## config.mk

```make
export PLATFORM = sky130hd
export DESIGN_NAME = selective_repeat_send_window
export DESIGN_NICKNAME = d
export VERILOG_FILES = /design/src/rtl/srsw_pkg.sv /design/src/rtl/selective_repeat_send_window.sv
export SDC_FILE = /design/constraint.sdc
export NUM_CORES = 1
export LEC_CHECK = 0
export ABC_AREA = 1
export BUFFER_PORTS_ARGS = -buffer_cell sky130_fd_sc_hd__buf_2
export CORE_ASPECT_RATIO = 0.6
export CORE_UTILIZATION = 58
export CTS_BUF_LIST = sky130_fd_sc_hd__clkbuf_8
export CTS_CLUSTER_SIZE = 24
export DETAILED_ROUTE_END_ITERATION = 12
export GPL_TIMING_DRIVEN = 1
export PLACE_DENSITY_LB_ADDON = 0.1
export SLEW_MARGIN = 20
export SYNTH_ARGS = -nofsm -noshare
export SYNTH_HDL_FRONTEND = slang
export SYNTH_SLANG_ARGS = --single-unit
```

## constraint.sdc

```tcl
create_clock -name i_clk -period 6.95 [get_ports i_clk]
set_clock_uncertainty 0.1 [all_clocks]
set_input_delay 1.39 -clock i_clk [delete_from_list [all_inputs] [get_ports i_clk]]
set_output_delay 1.39 -clock i_clk [all_outputs]
set_load 0.01 [all_outputs]
```

## src/rtl/srsw_pkg.sv

```systemverilog
`timescale 1ns / 1ps

package srsw_pkg;

    localparam int WINDOW_MAX    = 16;
    localparam int SLOT_BITS     = $clog2(WINDOW_MAX);
    localparam int OCC_BITS      = SLOT_BITS + 1;
    localparam int COUNT_BITS    = 16;
    localparam int SEQ_BITS      = 6;
    localparam int WSIZE_BITS    = 5;
    localparam int OP_BITS       = 2;
    localparam int KIND_BITS     = 2;
    localparam int CFG_IDX_BITS  = 1;
    localparam int CFG_DATA_BITS = 16;

    typedef logic [SLOT_BITS-1:0]  t_slot;
    typedef logic [OCC_BITS-1:0]   t_occ;
    typedef logic [COUNT_BITS-1:0] t_count;
    typedef logic [SEQ_BITS-1:0]   t_seq;

    typedef struct packed {
        t_seq   seq;
        t_count index;
    } t_entry;

    typedef enum logic [OP_BITS-1:0] {
        OP_START   = 2'd0,
        OP_ACK     = 2'd1,
        OP_TIMEOUT = 2'd2
    } t_op;

    typedef enum logic [KIND_BITS-1:0] {
        KIND_NEW    = 2'd0,
        KIND_RESEND = 2'd1,
        KIND_STATUS = 2'd2
    } t_kind;

    typedef enum logic [CFG_IDX_BITS-1:0] {
        CFG_WINDOW_SIZE   = 1'b0,
        CFG_TOTAL_PACKETS = 1'b1
    } t_cfg_idx;

    typedef enum logic [2:0] {
        S_IDLE,
        S_FRONT_CHK,
        S_POP,
        S_CALC,
        S_SCAN,
        S_RESEND,
        S_LOAD,
        S_STATUS
    } t_state;

    // A window size of zero acts as one, and anything above the maximum acts as the maximum.
    function automatic logic [WSIZE_BITS-1:0] eff_window(input logic [WSIZE_BITS-1:0] w);
        logic [WSIZE_BITS-1:0] r;
        r = w;
        if (w == '0) begin
            r = WSIZE_BITS'(1);
        end else if (w > WSIZE_BITS'(WINDOW_MAX)) begin
            r = WSIZE_BITS'(WINDOW_MAX);
        end
        return r;
    endfunction

    // Sequence numbers run from one to twice the window plus one, then wrap to one.
    function automatic t_seq bump_seq(input t_seq seq, input logic [WSIZE_BITS-1:0] eff);
        t_seq nxt;
        t_seq lim;
        nxt = seq + 1'b1;
        lim = SEQ_BITS'({eff, 1'b1});
        if (nxt > lim) begin
            nxt = SEQ_BITS'(1);
        end
        return nxt;
    endfunction

endpackage

```

## src/rtl/selective_repeat_send_window.sv

```systemverilog
`timescale 1ns / 1ps

// Sender side of a selective-repeat sliding window that issues sequence numbers only.
// A command is taken when start is high and busy is low; operation selects a transfer
// start, a received ack carrying ack_seq, or a timeout. Each command produces one or
// more results, each shown for exactly one cycle with o_res_strobe high, the final one
// marked by o_last. The receiver cannot stall, so results are never held back.
// A start loads up to sixteen packets into the window.
// A timeout walks the window one entry per cycle through the entry memory read port,
// resending each entry not yet acked and ending with the last such entry.
// An ack whose number matches the front entry marks it acked, pops the acked entries
// from the front, sizes the refill and then loads the new packets. An ack that does
// not match the front entry scans the window for its number before sizing the refill.
// Commands that send nothing give a single status result.
// The window memory has one write port and one registered read port; the acked flags
// are held in flip-flops. Configuration writes are taken in any cycle, and are
// expected only while the block is idle.
// Reset clears the window, the counters and the done flag, and sets the window size
// register to one and the packet total to zero.

module selective_repeat_send_window (
    input  logic                                i_clk,
    input  logic                                i_rst_n,
    input  logic                                start,
    output logic                                busy,
    input  logic [srsw_pkg::OP_BITS-1:0]        i_operation,
    input  logic [srsw_pkg::SEQ_BITS-1:0]       i_ack_seq,
    input  logic                                i_cfg_valid,
    output logic                                o_cfg_ready,
    input  logic [srsw_pkg::CFG_IDX_BITS-1:0]   i_cfg_index,
    input  logic [srsw_pkg::CFG_DATA_BITS-1:0]  i_cfg_data,
    output logic                                o_res_strobe,
    output logic [srsw_pkg::KIND_BITS-1:0]      o_kind,
    output logic [srsw_pkg::SEQ_BITS-1:0]       o_send_seq,
    output logic [srsw_pkg::COUNT_BITS-1:0]     o_packet_index,
    output logic [srsw_pkg::OCC_BITS-1:0]       o_window_count,
    output logic [srsw_pkg::COUNT_BITS-1:0]     o_acked_total,
    output logic                                o_done_res,
    output logic                                o_last
);

    import srsw_pkg::*;

    t_state                  r_state, n_state;
    t_slot                   r_head, n_head;
    t_occ                    r_occ, n_occ;
    t_seq                    r_next_seq, n_next_seq;
    t_count                  r_loaded, n_loaded;
    t_count                  r_acked, n_acked;
    logic                    r_done, n_done;
    logic [WINDOW_MAX-1:0]   r_acked_v, n_acked_v;
    logic [WSIZE_BITS-1:0]   r_win_size, n_win_size;
    t_count                  r_total, n_total;

    t_seq                    r_ack, n_ack;
    t_occ                    r_pos, n_pos;
    t_occ                    r_cnt, n_cnt;
    t_occ                    r_pops, n_pops;
    t_occ                    r_fin_occ, n_fin_occ;
    logic                    r_rd_vld, n_rd_vld;
    t_occ                    r_rd_pos, n_rd_pos;
    logic [WINDOW_MAX-1:0]   r_umask, n_umask;

    logic                    r_out_strobe, n_out_strobe;
    t_kind                   r_out_kind, n_out_kind;
    t_seq                    r_out_seq, n_out_seq;
    t_count                  r_out_idx, n_out_idx;
    t_occ                    r_out_occ, n_out_occ;
    t_count                  r_out_acked, n_out_acked;
    logic                    r_out_done, n_out_done;
    logic                    r_out_last, n_out_last;

    t_entry                  r_mem [WINDOW_MAX];
    t_entry                  r_rd_data;
    logic                    mem_we;
    t_slot                   mem_waddr;
    t_entry                  mem_wdata;
    t_slot                   rd_addr;

    logic [WSIZE_BITS-1:0]   eff;
    t_occ                    start_n;
    t_count                  acked_inc;
    t_count                  diff;
    t_occ                    nload;
    t_slot                   issue_slot;
    t_slot                   proc_slot;
    t_slot                   load_slot;
    logic                    issue;
    logic [WINDOW_MAX-1:0]   umask_now;
    logic [WINDOW_MAX-1:0]   umask_left;

    assign busy        = (r_state != S_IDLE);
    assign o_cfg_ready = 1'b1;

    assign o_res_strobe   = r_out_strobe;
    assign o_kind         = r_out_kind;
    assign o_send_seq     = r_out_seq;
    assign o_packet_index = r_out_idx;
    assign o_window_count = r_out_occ;
    assign o_acked_total  = r_out_acked;
    assign o_done_res     = r_out_done;
    assign o_last         = r_out_last;

    assign eff        = eff_window(r_win_size);
    assign start_n    = (r_total < COUNT_BITS'(eff)) ? OCC_BITS'(r_total) : OCC_BITS'(eff);
    assign acked_inc  = (r_acked < r_total) ? r_acked + 1'b1 : r_acked;
    assign diff       = r_total - r_loaded;
    assign issue_slot = r_head + r_pos[SLOT_BITS-1:0];
    assign proc_slot  = r_head + r_rd_pos[SLOT_BITS-1:0];
    assign load_slot  = r_head + r_occ[SLOT_BITS-1:0];
    assign issue      = (r_pos < r_occ);
    assign rd_addr    = (r_state == S_IDLE) ? r_head : issue_slot;

    always_comb begin
        if (r_loaded < r_total) begin
            nload = (diff < COUNT_BITS'(r_pops)) ? OCC_BITS'(diff) : r_pops;
        end else begin
            nload = '0;
        end
    end

    always_comb begin
        for (int p = 0; p < WINDOW_MAX; p++) begin
            umask_now[p] = (OCC_BITS'(p) < r_occ) && !r_acked_v[r_head + SLOT_BITS'(p)];
        end
    end

    always_comb begin
        umask_left = r_umask;
        umask_left[r_rd_pos[SLOT_BITS-1:0]] = 1'b0;
    end

    always_comb begin
        n_state      = r_state;
        n_head       = r_head;
        n_occ        = r_occ;
        n_next_seq   = r_next_seq;
        n_loaded     = r_loaded;
        n_acked      = r_acked;
        n_done       = r_done;
        n_acked_v    = r_acked_v;
        n_win_size   = r_win_size;
        n_total      = r_total;
        n_ack        = r_ack;
        n_pos        = r_pos;
        n_cnt        = r_cnt;
        n_pops       = r_pops;
        n_fin_occ    = r_fin_occ;
        n_rd_vld     = 1'b0;
        n_rd_pos     = r_pos;
        n_umask      = r_umask;
        n_out_strobe = 1'b0;
        n_out_kind   = r_out_kind;
        n_out_seq    = r_out_seq;
        n_out_idx    = r_out_idx;
        n_out_occ    = r_out_occ;
        n_out_acked  = r_out_acked;
        n_out_done   = r_out_done;
        n_out_last   = r_out_last;
        mem_we       = 1'b0;
        mem_waddr    = load_slot;
        mem_wdata    = '{seq: r_next_seq, index: r_loaded};

        if (i_cfg_valid && o_cfg_ready) begin
            unique case (t_cfg_idx'(i_cfg_index))
                CFG_WINDOW_SIZE:   n_win_size = i_cfg_data[WSIZE_BITS-1:0];
                CFG_TOTAL_PACKETS: n_total    = i_cfg_data[COUNT_BITS-1:0];
                default: ;
            endcase
        end

        unique case (r_state)
            S_IDLE: begin
                if (start) begin
                    n_ack     = i_ack_seq;
                    n_fin_occ = r_occ;
                    n_pos     = '0;
                    unique case (t_op'(i_operation))
                        OP_START: begin
                            n_head     = '0;
                            n_occ      = '0;
                            n_next_seq = SEQ_BITS'(1);
                            n_loaded   = '0;
                            n_acked    = '0;
                            n_done     = (r_total == '0);
                            n_acked_v  = '0;
                            n_cnt      = start_n;
                            n_fin_occ  = start_n;
                            n_state    = (start_n == '0) ? S_STATUS : S_LOAD;
                        end
                        OP_ACK: begin
                            n_state = (r_done || r_occ == '0) ? S_STATUS : S_FRONT_CHK;
                        end
                        OP_TIMEOUT: begin
                            n_umask = umask_now;
                            n_state = (umask_now == '0) ? S_STATUS : S_RESEND;
                        end
                        default: n_state = S_STATUS;
                    endcase
                end
            end

            S_FRONT_CHK: begin
                n_pops = '0;
                if (r_rd_data.seq == r_ack) begin
                    if (!r_acked_v[r_head]) begin
                        n_acked_v[r_head] = 1'b1;
                        n_acked           = acked_inc;
                    end
                    n_state = S_POP;
                end else begin
                    n_state = S_SCAN;
                end
            end

            S_POP: begin
                if (r_occ != '0 && r_acked_v[r_head]) begin
                    n_head = r_head + 1'b1;
                    n_occ  = r_occ - 1'b1;
                    n_pops = r_pops + 1'b1;
                end else begin
                    n_state = S_CALC;
                end
            end

            S_SCAN: begin
                n_rd_vld = issue;
                if (issue) begin
                    n_pos = r_pos + 1'b1;
                end
                if (r_rd_vld && r_rd_data.seq == r_ack && !r_acked_v[proc_slot]) begin
                    n_acked_v[proc_slot] = 1'b1;
                    n_acked              = acked_inc;
                end
                if (!issue && !r_rd_vld) begin
                    n_state = S_CALC;
                end
            end

            S_CALC: begin
                if (r_acked >= r_total) begin
                    n_done    = 1'b1;
                    n_head    = '0;
                    n_occ     = '0;
                    n_acked_v = '0;
                    n_state   = S_STATUS;
                end else begin
                    n_cnt     = nload;
                    n_fin_occ = r_occ + nload;
                    n_state   = (nload == '0) ? S_STATUS : S_LOAD;
                end
            end

            S_LOAD: begin
                mem_we               = 1'b1;
                n_acked_v[load_slot] = 1'b0;
                n_occ                = r_occ + 1'b1;
                n_loaded             = r_loaded + 1'b1;
                n_next_seq           = bump_seq(r_next_seq, eff);
                n_cnt                = r_cnt - 1'b1;
                n_out_strobe         = 1'b1;
                n_out_kind           = KIND_NEW;
                n_out_seq            = r_next_seq;
                n_out_idx            = r_loaded;
                n_out_occ            = r_fin_occ;
                n_out_acked          = r_acked;
                n_out_done           = r_done;
                n_out_last           = (r_cnt == OCC_BITS'(1));
                if (r_cnt == OCC_BITS'(1)) begin
                    n_state = S_IDLE;
                end
            end

            S_RESEND: begin
                n_rd_vld = issue;
                if (issue) begin
                    n_pos = r_pos + 1'b1;
                end
                if (r_rd_vld && r_umask[r_rd_pos[SLOT_BITS-1:0]]) begin
                    n_umask      = umask_left;
                    n_out_strobe = 1'b1;
                    n_out_kind   = KIND_RESEND;
                    n_out_seq    = r_rd_data.seq;
                    n_out_idx    = r_rd_data.index;
                    n_out_occ    = r_occ;
                    n_out_acked  = r_acked;
                    n_out_done   = r_done;
                    n_out_last   = (umask_left == '0);
                    if (umask_left == '0) begin
                        n_state = S_IDLE;
                    end
                end
            end

            S_STATUS: begin
                n_out_strobe = 1'b1;
                n_out_kind   = KIND_STATUS;
                n_out_seq    = '0;
                n_out_idx    = '0;
                n_out_occ    = r_occ;
                n_out_acked  = r_acked;
                n_out_done   = r_done;
                n_out_last   = 1'b1;
                n_state      = S_IDLE;
            end

            default: n_state = S_IDLE;
        endcase
    end

    always_ff @(posedge i_clk) begin
        if (!i_rst_n) begin
            r_state      <= S_IDLE;
            r_head       <= '0;
            r_occ        <= '0;
            r_next_seq   <= SEQ_BITS'(1);
            r_loaded     <= '0;
            r_acked      <= '0;
            r_done       <= 1'b0;
            r_acked_v    <= '0;
            r_win_size   <= WSIZE_BITS'(1);
            r_total      <= '0;
            r_rd_vld     <= 1'b0;
            r_out_strobe <= 1'b0;
        end else begin
            r_state      <= n_state;
            r_head       <= n_head;
            r_occ        <= n_occ;
            r_next_seq   <= n_next_seq;
            r_loaded     <= n_loaded;
            r_acked      <= n_acked;
            r_done       <= n_done;
            r_acked_v    <= n_acked_v;
            r_win_size   <= n_win_size;
            r_total      <= n_total;
            r_rd_vld     <= n_rd_vld;
            r_out_strobe <= n_out_strobe;
        end
    end

    always_ff @(posedge i_clk) begin
        r_ack       <= n_ack;
        r_pos       <= n_pos;
        r_cnt       <= n_cnt;
        r_pops      <= n_pops;
        r_fin_occ   <= n_fin_occ;
        r_rd_pos    <= n_rd_pos;
        r_umask     <= n_umask;
        r_out_kind  <= n_out_kind;
        r_out_seq   <= n_out_seq;
        r_out_idx   <= n_out_idx;
        r_out_occ   <= n_out_occ;
        r_out_acked <= n_out_acked;
        r_out_done  <= n_out_done;
        r_out_last  <= n_out_last;
    end

    always_ff @(posedge i_clk) begin
        if (mem_we) begin
            r_mem[mem_waddr] <= mem_wdata;
        end
        r_rd_data <= r_mem[rd_addr];
    end

    a_occ_bound: assert property (@(posedge i_clk) disable iff (!i_rst_n)
        r_occ <= OCC_BITS'(WINDOW_MAX))
        else $error("Window occupancy exceeds the window depth.");

    a_new_from_load: assert property (@(posedge i_clk) disable iff (!i_rst_n)
        (r_out_strobe && r_out_kind == KIND_NEW) |-> $past(r_state) == S_LOAD)
        else $error("A new-packet result did not come from the load sequence.");

    a_last_ends_cmd: assert property (@(posedge i_clk) disable iff (!i_rst_n)
        (r_out_strobe && r_out_last) |-> r_state == S_IDLE)
        else $error("The final result of a transaction left the sequencer busy.");

    a_done_empty: assert property (@(posedge i_clk) disable iff (!i_rst_n)
        (r_state == S_IDLE && r_done) |-> r_occ == '0)
        else $error("A finished transfer still holds window entries.");

    a_accept_busy: assert property (@(posedge i_clk) disable iff (!i_rst_n)
        (start && !busy) |=> busy)
        else $error("An accepted transaction did not start the sequencer.");

endmodule
```

## Yosys cells after proc, flatten, opt, wreduce, memory -nomap -nowiden

Memories as Yosys holds them, arrays and structs flattened. A register that Yosys moved wholly into a read port is not among the register bits.
Index checks and enable logic that the tools add are counted.

| word-level totals | value |
|---|---|
| flip-flop bits (word level) | 183 |
| RAM bits | 352 |
| memories kept | 1 |
| output and inout port bits | 50 |
| memory bits (read-only) | 0 |
| latch bits | 0 |

Memory list:

| memory | words | width | rd ports | clocked after Yosys merged registers in | wr ports | line | text |
|---|---|---|---|---|---|---|---|
| r_mem | 16 | 22 | 1 | 1 | 1 | selective_repeat_send_window.sv:73 | `t_entry r_mem [WINDOW_MAX];` |

| cells by class | value |
|---|---|
| $add $sub $neg | 28 |
| multipliers | 0 |
| bitwise gates (word level) | 7 |
| div/mod/pow operators | 0 |
| equality and inequality tests | 26 |
| shift operators | 0 |
| reduce and logical (&&, ||, !) cells | 88 |
| order comparisons | 47 |
| mux-type cells | 131 |

Operator list:

| operator | number |
|---|---|
| $mux W16 | 15 |
| $pmux W16 S2 | 3 |
| $pmux W16 S3 | 2 |
| $lt A4 B5 Y1 const B | 19 |
| $mux W5 | 19 |
| $pmux W16 S5 | 1 |
| $bmux W1 S4 | 18 |
| $logic_not A16 Y1 | 3 |
| $lt A4 B5 Y1 const A | 8 |
| $mux W1 | 34 |
| $add A16 B1 Y16 const B | 2 |
| $add A4 B4 Y4 const B | 8 |
| $and A16 B16 Y16 | 2 |
| $lt A16 B16 Y1 | 2 |
| $lt A16 B5 Y1 | 2 |
| $not A16 Y16 | 2 |
| $or A16 B16 Y16 | 2 |
| $pmux W5 S2 | 3 |
| $pmux W5 S3 | 2 |
| $logic_and A1 B1 Y1 | 25 |
| $mux W3 | 8 |
| $mux W6 | 4 |
| $ne A2 B2 Y1 const B | 12 |
| $pmux W3 S8 | 1 |
| 53 further kinds | 130 |

## Logic depth before layout (Yosys ltp)

| logic depth | value |
|---|---|
| word-level depth | 10 |
| mapped depth | 27 |
| depth with buffers taken out | 27 |

## Least setup slack after synthesis

No wires, ideal clock.

| timing path | value |
|---|---|
| kind | register -> register |
| from | register r_head[1] |
| to | memory r_mem[4][0] (netlist bit), enable pin |
| path slack | 3.204 ns |
| data arrival time | 3.217 ns |
| clock period less this slack | 3.746 ns |
| buffers on the path | 0 |
| stages on the path, launching flop included | 11 |
| data required time | 6.421 ns |
| cells stage by stage | dfxtp_1 > ha_1 > a21o_1 > a21oi_1 > inv_1 > or2_2 > nand2_1 > inv_1 > nor2_1 > inv_1 > nor3_1 |

| on the way | value |
|---|---|
| word-level cells in the longest chain between the ends | 1 |

RTL lines:

| element | line | text |
|---|---|---|
| from (decl) | selective_repeat_send_window.sv:45 | `t_slot r_head, n_head;` |
| from (signal assigned) | selective_repeat_send_window.sv:327 | `r_head <= n_head;` |
| $add A4 B4 Y4 | selective_repeat_send_window.sv:110 | `assign load_slot = r_head + r_occ[SLOT_BITS-1:0];` |
| to (decl) | selective_repeat_send_window.sv:73 |  |

No other way between the ends.

## Final worst setup path

| timing path | value |
|---|---|
| from | register r_loaded[4] |
| to | register r_fin_occ[4], data pin |

| on the way | value |
|---|---|
| word-level cells in the longest chain between the ends | 7 |

RTL lines:

| element | line | text |
|---|---|---|
| from (decl) | selective_repeat_send_window.sv:48 | `t_count r_loaded, n_loaded;` |
| from (signal assigned) | selective_repeat_send_window.sv:330 | `r_loaded <= n_loaded;` |
| $sub A16 B16 Y16 | selective_repeat_send_window.sv:107 | `assign diff = r_total - r_loaded;` |
| $lt A16 B5 Y1 | selective_repeat_send_window.sv:116 | `nload = (diff < COUNT_BITS'(r_pops)) ? OCC_BITS'(diff) : r_pops;` |
| $mux W5 | selective_repeat_send_window.sv:116 |  |
| $mux W5 (*) | selective_repeat_send_window.sv:115 | `if (r_loaded < r_total) begin` |
| $add A5 B5 Y5 (*) | selective_repeat_send_window.sv:249 | `n_fin_occ = r_occ + nload;` |
| $mux W5 (*) | selective_repeat_send_window.sv:241 | `if (r_acked >= r_total) begin` |
| $pmux W5 S2 (*) | selective_repeat_send_window.sv:172 | `unique case (r_state)` |
| via n_fin_occ[4] | selective_repeat_send_window.sv:59 | `t_occ r_fin_occ, n_fin_occ;` |
| to (signal assigned) | selective_repeat_send_window.sv:346 | `r_fin_occ <= n_fin_occ;` |
| to (decl) | selective_repeat_send_window.sv:59 |  |

The timed path passes the listed nets; every way through them passes the cells marked *. The select of a mux whose other input is x is not followed.
A chain may end at the register's enable or synchronous reset.

==> metrics.md <==
| Metric | Value |
|---|---|
| Status | `finished, final reports clean` |
| Io pins | `a little under 80` |
| Critical Path AT | `around 4.7 ns` |
| Number of max-cap violations | `0` |
| Clk_lat worst skew | `roughly 0.67 ns` |
| Max-slew violation count | `0` |
| Port buffer count | `between 70 and 80` |
| Endpoints failing hold | `0` |
| CP Buf/Inv Count | `4` |
| Final setup fails | `0` |
| Initial antenna violation count | `1` |
| Detail Route Antenna Nets | `0` |
| Simple-Gate Fraction of Synth Area | `between 10% and 20%` |
| Cell count after placement | `3395` |
| Detailed Route WL | `roughly 79000 um` |
| Final nets | `~3000` |
| Setup_tns | `0 ns` |
| Number of buffers created by CTS | `80` |
| GR Overflow Total | `0` |
| Global-route usage over all layers | `roughly a third` |
| Relative slew slack | `between 30% and 40%` |
| Class of the most critical setup path | `register to register` |
| Static leakage | `between 10 and 15 nW` |
| Die H | `about 170 um` |
| Ant diodes | `0` |
| CTS Hold Bufs | `0` |
| Synth Register Bits | `roughly 560` |
| CTS tree | `yes` |
| Area Overhead vs Synth | `10.4%` |
| Post-synthesis adder-cell area fraction | `4.40%` |
| Worst path most repeated cell | `nand2_1` |
| Resized cells post-CTS | `0` |
| Yosys top cell by area | `edfxtp_1` |
| Hold Crit Class | `register to register` |
| Syn. warnings | `0` |
| Post-CTS setup buffer count | `0` |
| DRC | `0` |
| Largest net degree at the start of global routing | `around 100` |
| Dpl hpwl | `~52000 um` |
| Clock slew at reported path FFs | `roughly 0.070 ns` |
| Placed Area | `28100 sq um` |
| Post-synth EDFFs | `441` |
| Core area | `approximately 45000 sq um` |
| Max H-tree Level | `3` |
| Area share of the largest cell type after synthesis | `~50%` |
| Post-Syn Area | `27000 sq um` |
| Async SR Flop Fraction | `0%` |
| Pwr/cell area | `between 400 and 500 nW/um^2` |
| Post-synth top flop | `edfxtp_1` |
| Initial Utilization | `59.6%` |
| Synth top area cells | `edfxtp_1 (49%), dfxtp_1 (8.6%), nand2_1 (6.0%)` |
| Post-Synthesis Cells | `between 2000 and 3000` |
| CP top delay family | `simple AND/OR/NAND/NOR gates` |
| Pwr Total | `between 10 and 15 mW` |
| Commonest non-fill, non-tap cell in the layout | `edfxtp_1` |
| Tightest Pin Transition | `about 0.95 ns` |
| Total Die Area | `between 40000 and 50000 sq um` |
| Vias per cell | `6.02` |
| Crit-path cells | `inv_1 -> ha_1 -> nand2_1 -> inv_1 -> nand2_1 -> nand3_1 -> nand2_1 -> nand2_1 -> nand2_1 -> nand2_1 -> nor2_1 -> nand2_1 -> nor2_4 -> a21oi_1 -> nor2_1 -> ha_1 -> inv_1 -> fa_1 -> inv_1 -> nand3_1 -> nand2_1 -> nand2_1 -> nand3_1 -> nand2_1` |
| Worst Path Required | `7.26 ns` |
| Syn nets | `2898` |
| Nature of the critical path endpoint | `register` |
| Final period util | `a little over three fifths` |
| Share of post-route cells with drive strength above 1 | `10.4%` |
| Pre-Repair DR Iteration Count | `6` |
| Largest family of logic cells by synthesized area | `simple AND/OR/NAND/NOR gates` |
| Cell area after layout | `29800 sq um` |
| Highest Clock Rate | `approximately 0.23 GHz` |
| Min cycle time layout | `roughly 4.4 ns` |
| Vias in the first global route | `just under 20000` |
| CTS sink count | `557` |
| Final core utilization | `around two thirds` |
| Unrepaired setup endpoints after global routing | `false` |
| Sequential area share after synthesis | `between 50% and 60%` |
| Synth Area in Compound Gates | `14.3%` |
| Crit Path Max Fanout | `18` |
| Post-synth cell types | `a little over 60` |
| CP max stage delay | `approximately 0.70 ns` |
| Clock Path Buffers | `3` |
| Post-synthesis xor/xnor area fraction | `under 10%` |
| Placer Congestion | `a little under 1` |
| DR iter-0 viols | `2700` |
| CTS Root Cell | `clkbuf_8` |
| Layout Cells excl Fill | `between 3000 and 4000` |
| Most frequent cells in the layout | `edfxtp_1 (441), nand2_1 (435), nor2_1 (429), o21ai_0 (281), inv_1 (258)` |
| Mean Syn Cell Area | `around 10 sq um` |
| Die width | `281 um` |
| First-pass GRT wire length | `about 120000 um` |
| Slowest cell on the critical path | `dfxtp_1` |
| Row count | `60` |
| Via count | `21300` |
| Max rail drop VDD | `0.325 mV` |
| Worst setup SP type | `register` |
| Fraction of synthesized area in multiplexers | `less than 1%` |
| Avg WL per Cell | `22.2 um` |
## Yosys cell counts, types with 5 or more instances
library cell and number:
a211oi_1 8, a21boi_0 6, a21oi_1 130, a31oi_1 7, buf_2 26, buf_4 8, clkbuf_1 76, dfxtp_1 116
edfxtp_1 441, fa_1 5, ha_1 87, inv_1 241, inv_2 11, mux2i_1 12, nand2_1 435, nand2_2 5
nand3_1 84, nand3_2 6, nand3b_1 6, nand4_1 15, nor2_1 430, nor2_2 6, nor3_1 49, nor4_1 10
o211ai_1 9, o21a_1 7, o21ai_0 281, o21ai_1 7, o21bai_1 14, o221ai_1 38, o22ai_1 8, o311ai_0 26
o31ai_1 30, o32ai_1 46, xnor2_1 9, xor2_1 28
## sequential cells by signal (all words and copies together), names as in the netlist, 6 cells and up
| name | flops |
|---|---|
| r_next_seq | 6 |
| r_acked_v | 16 |
| r_ack | 6 |
| r_rd_data | 22 |
| r_total | 16 |
| o_send_seq | 6 |
| r_acked | 16 |
| r_mem | 352 |
| r_loaded | 16 |
| r_umask | 16 |
| o_packet_index | 16 |
| o_acked_total | 16 |
## per-layer routing
metal	GRT usage [%]	share of wire, %	wire (um)	vias up
met4	8.10	1.9	1520	0
met1	50.8	45	35500	10200
met3	10.6	13	10000	107
met2	45.3	40	31600	1095
met5	0	0	0	-
li1	-	-	-	9898
## layout make-up
| type | instances | area (sq um) |
|---|---|---|
| flip-flops and latches | 557 | 15600 |
| multi-input cells | 1848 | 10100 |
| inverters | 257 | 972 |
| well taps | 620 | 776 |
| fillers | 3638 | 15500 |
| repair buffers | 114 | 708 |
| clock buffers | 97 | 1340 |
| clock inverters | 47 | 337 |
## path summary, 6_finish.rpt
kind                             startpoint               end  slack [ns]  cells past startpoint
worst max-delay path            r_loaded[4]      r_fin_occ[4]        2.56                     24
worst min-delay path             r_acked[3]  o_acked_total[3]        0.38                      0
worst max register to register  r_loaded[4]      r_fin_occ[4]        2.56                     24
worst min register to register   r_acked[3]  o_acked_total[3]        0.38                      0
## cell families after synthesis
family | Yosys count
simple gates | 1071
xor+xnor | 37
fa+ha+maj | 92
flops | 557
buf+inv | 372
mux | 12
compound gates | 635
other cells | 1
## power breakdown
| group | switching, mW | total (mW) | internal, mW | leakage, nW |
|---|---|---|---|---|
| registers | 0.345 | 4.35 | 4.00 | 4.85 |
| clock network | 1.32 | 2.71 | 1.40 | 0.929 |
| logic | 3.67 | 5.13 | 1.46 | 5.40 |
| total | 5.33 | 12.2 | 6.86 | 11.2 |
## worst reg2reg max path, stage by stage, from the launching register on
cell and delay [ns]:
dfxtp_1 0.70, inv_1 0.28, ha_1 0.42, nand2_1 0.15
inv_1 0.05, nand2_1 0.08, nand3_1 0.23, nand2_1 0.18
nand2_1 0.08, nand2_1 0.06, nand2_1 0.04, nor2_1 0.09
nand2_1 0.10, nor2_4 0.22, a21oi_1 0.10, nor2_1 0.19
ha_1 0.21, inv_1 0.06, fa_1 0.39, inv_1 0.08
nand3_1 0.10, nand2_1 0.07, nand2_1 0.04, nand3_1 0.06
nand2_1 0.05
## stage by stage
stage,worst slack (ns),hold WS [ns]
after global routing,2.12,0.396
after CTS,2.58,0.369
final,2.56,0.377
after detailed placement,2.61,0.353
after floorplan,3.20,0.295
after global placement,2.74,0.351
No activity file was read; power rests on OpenSTA's default activity.
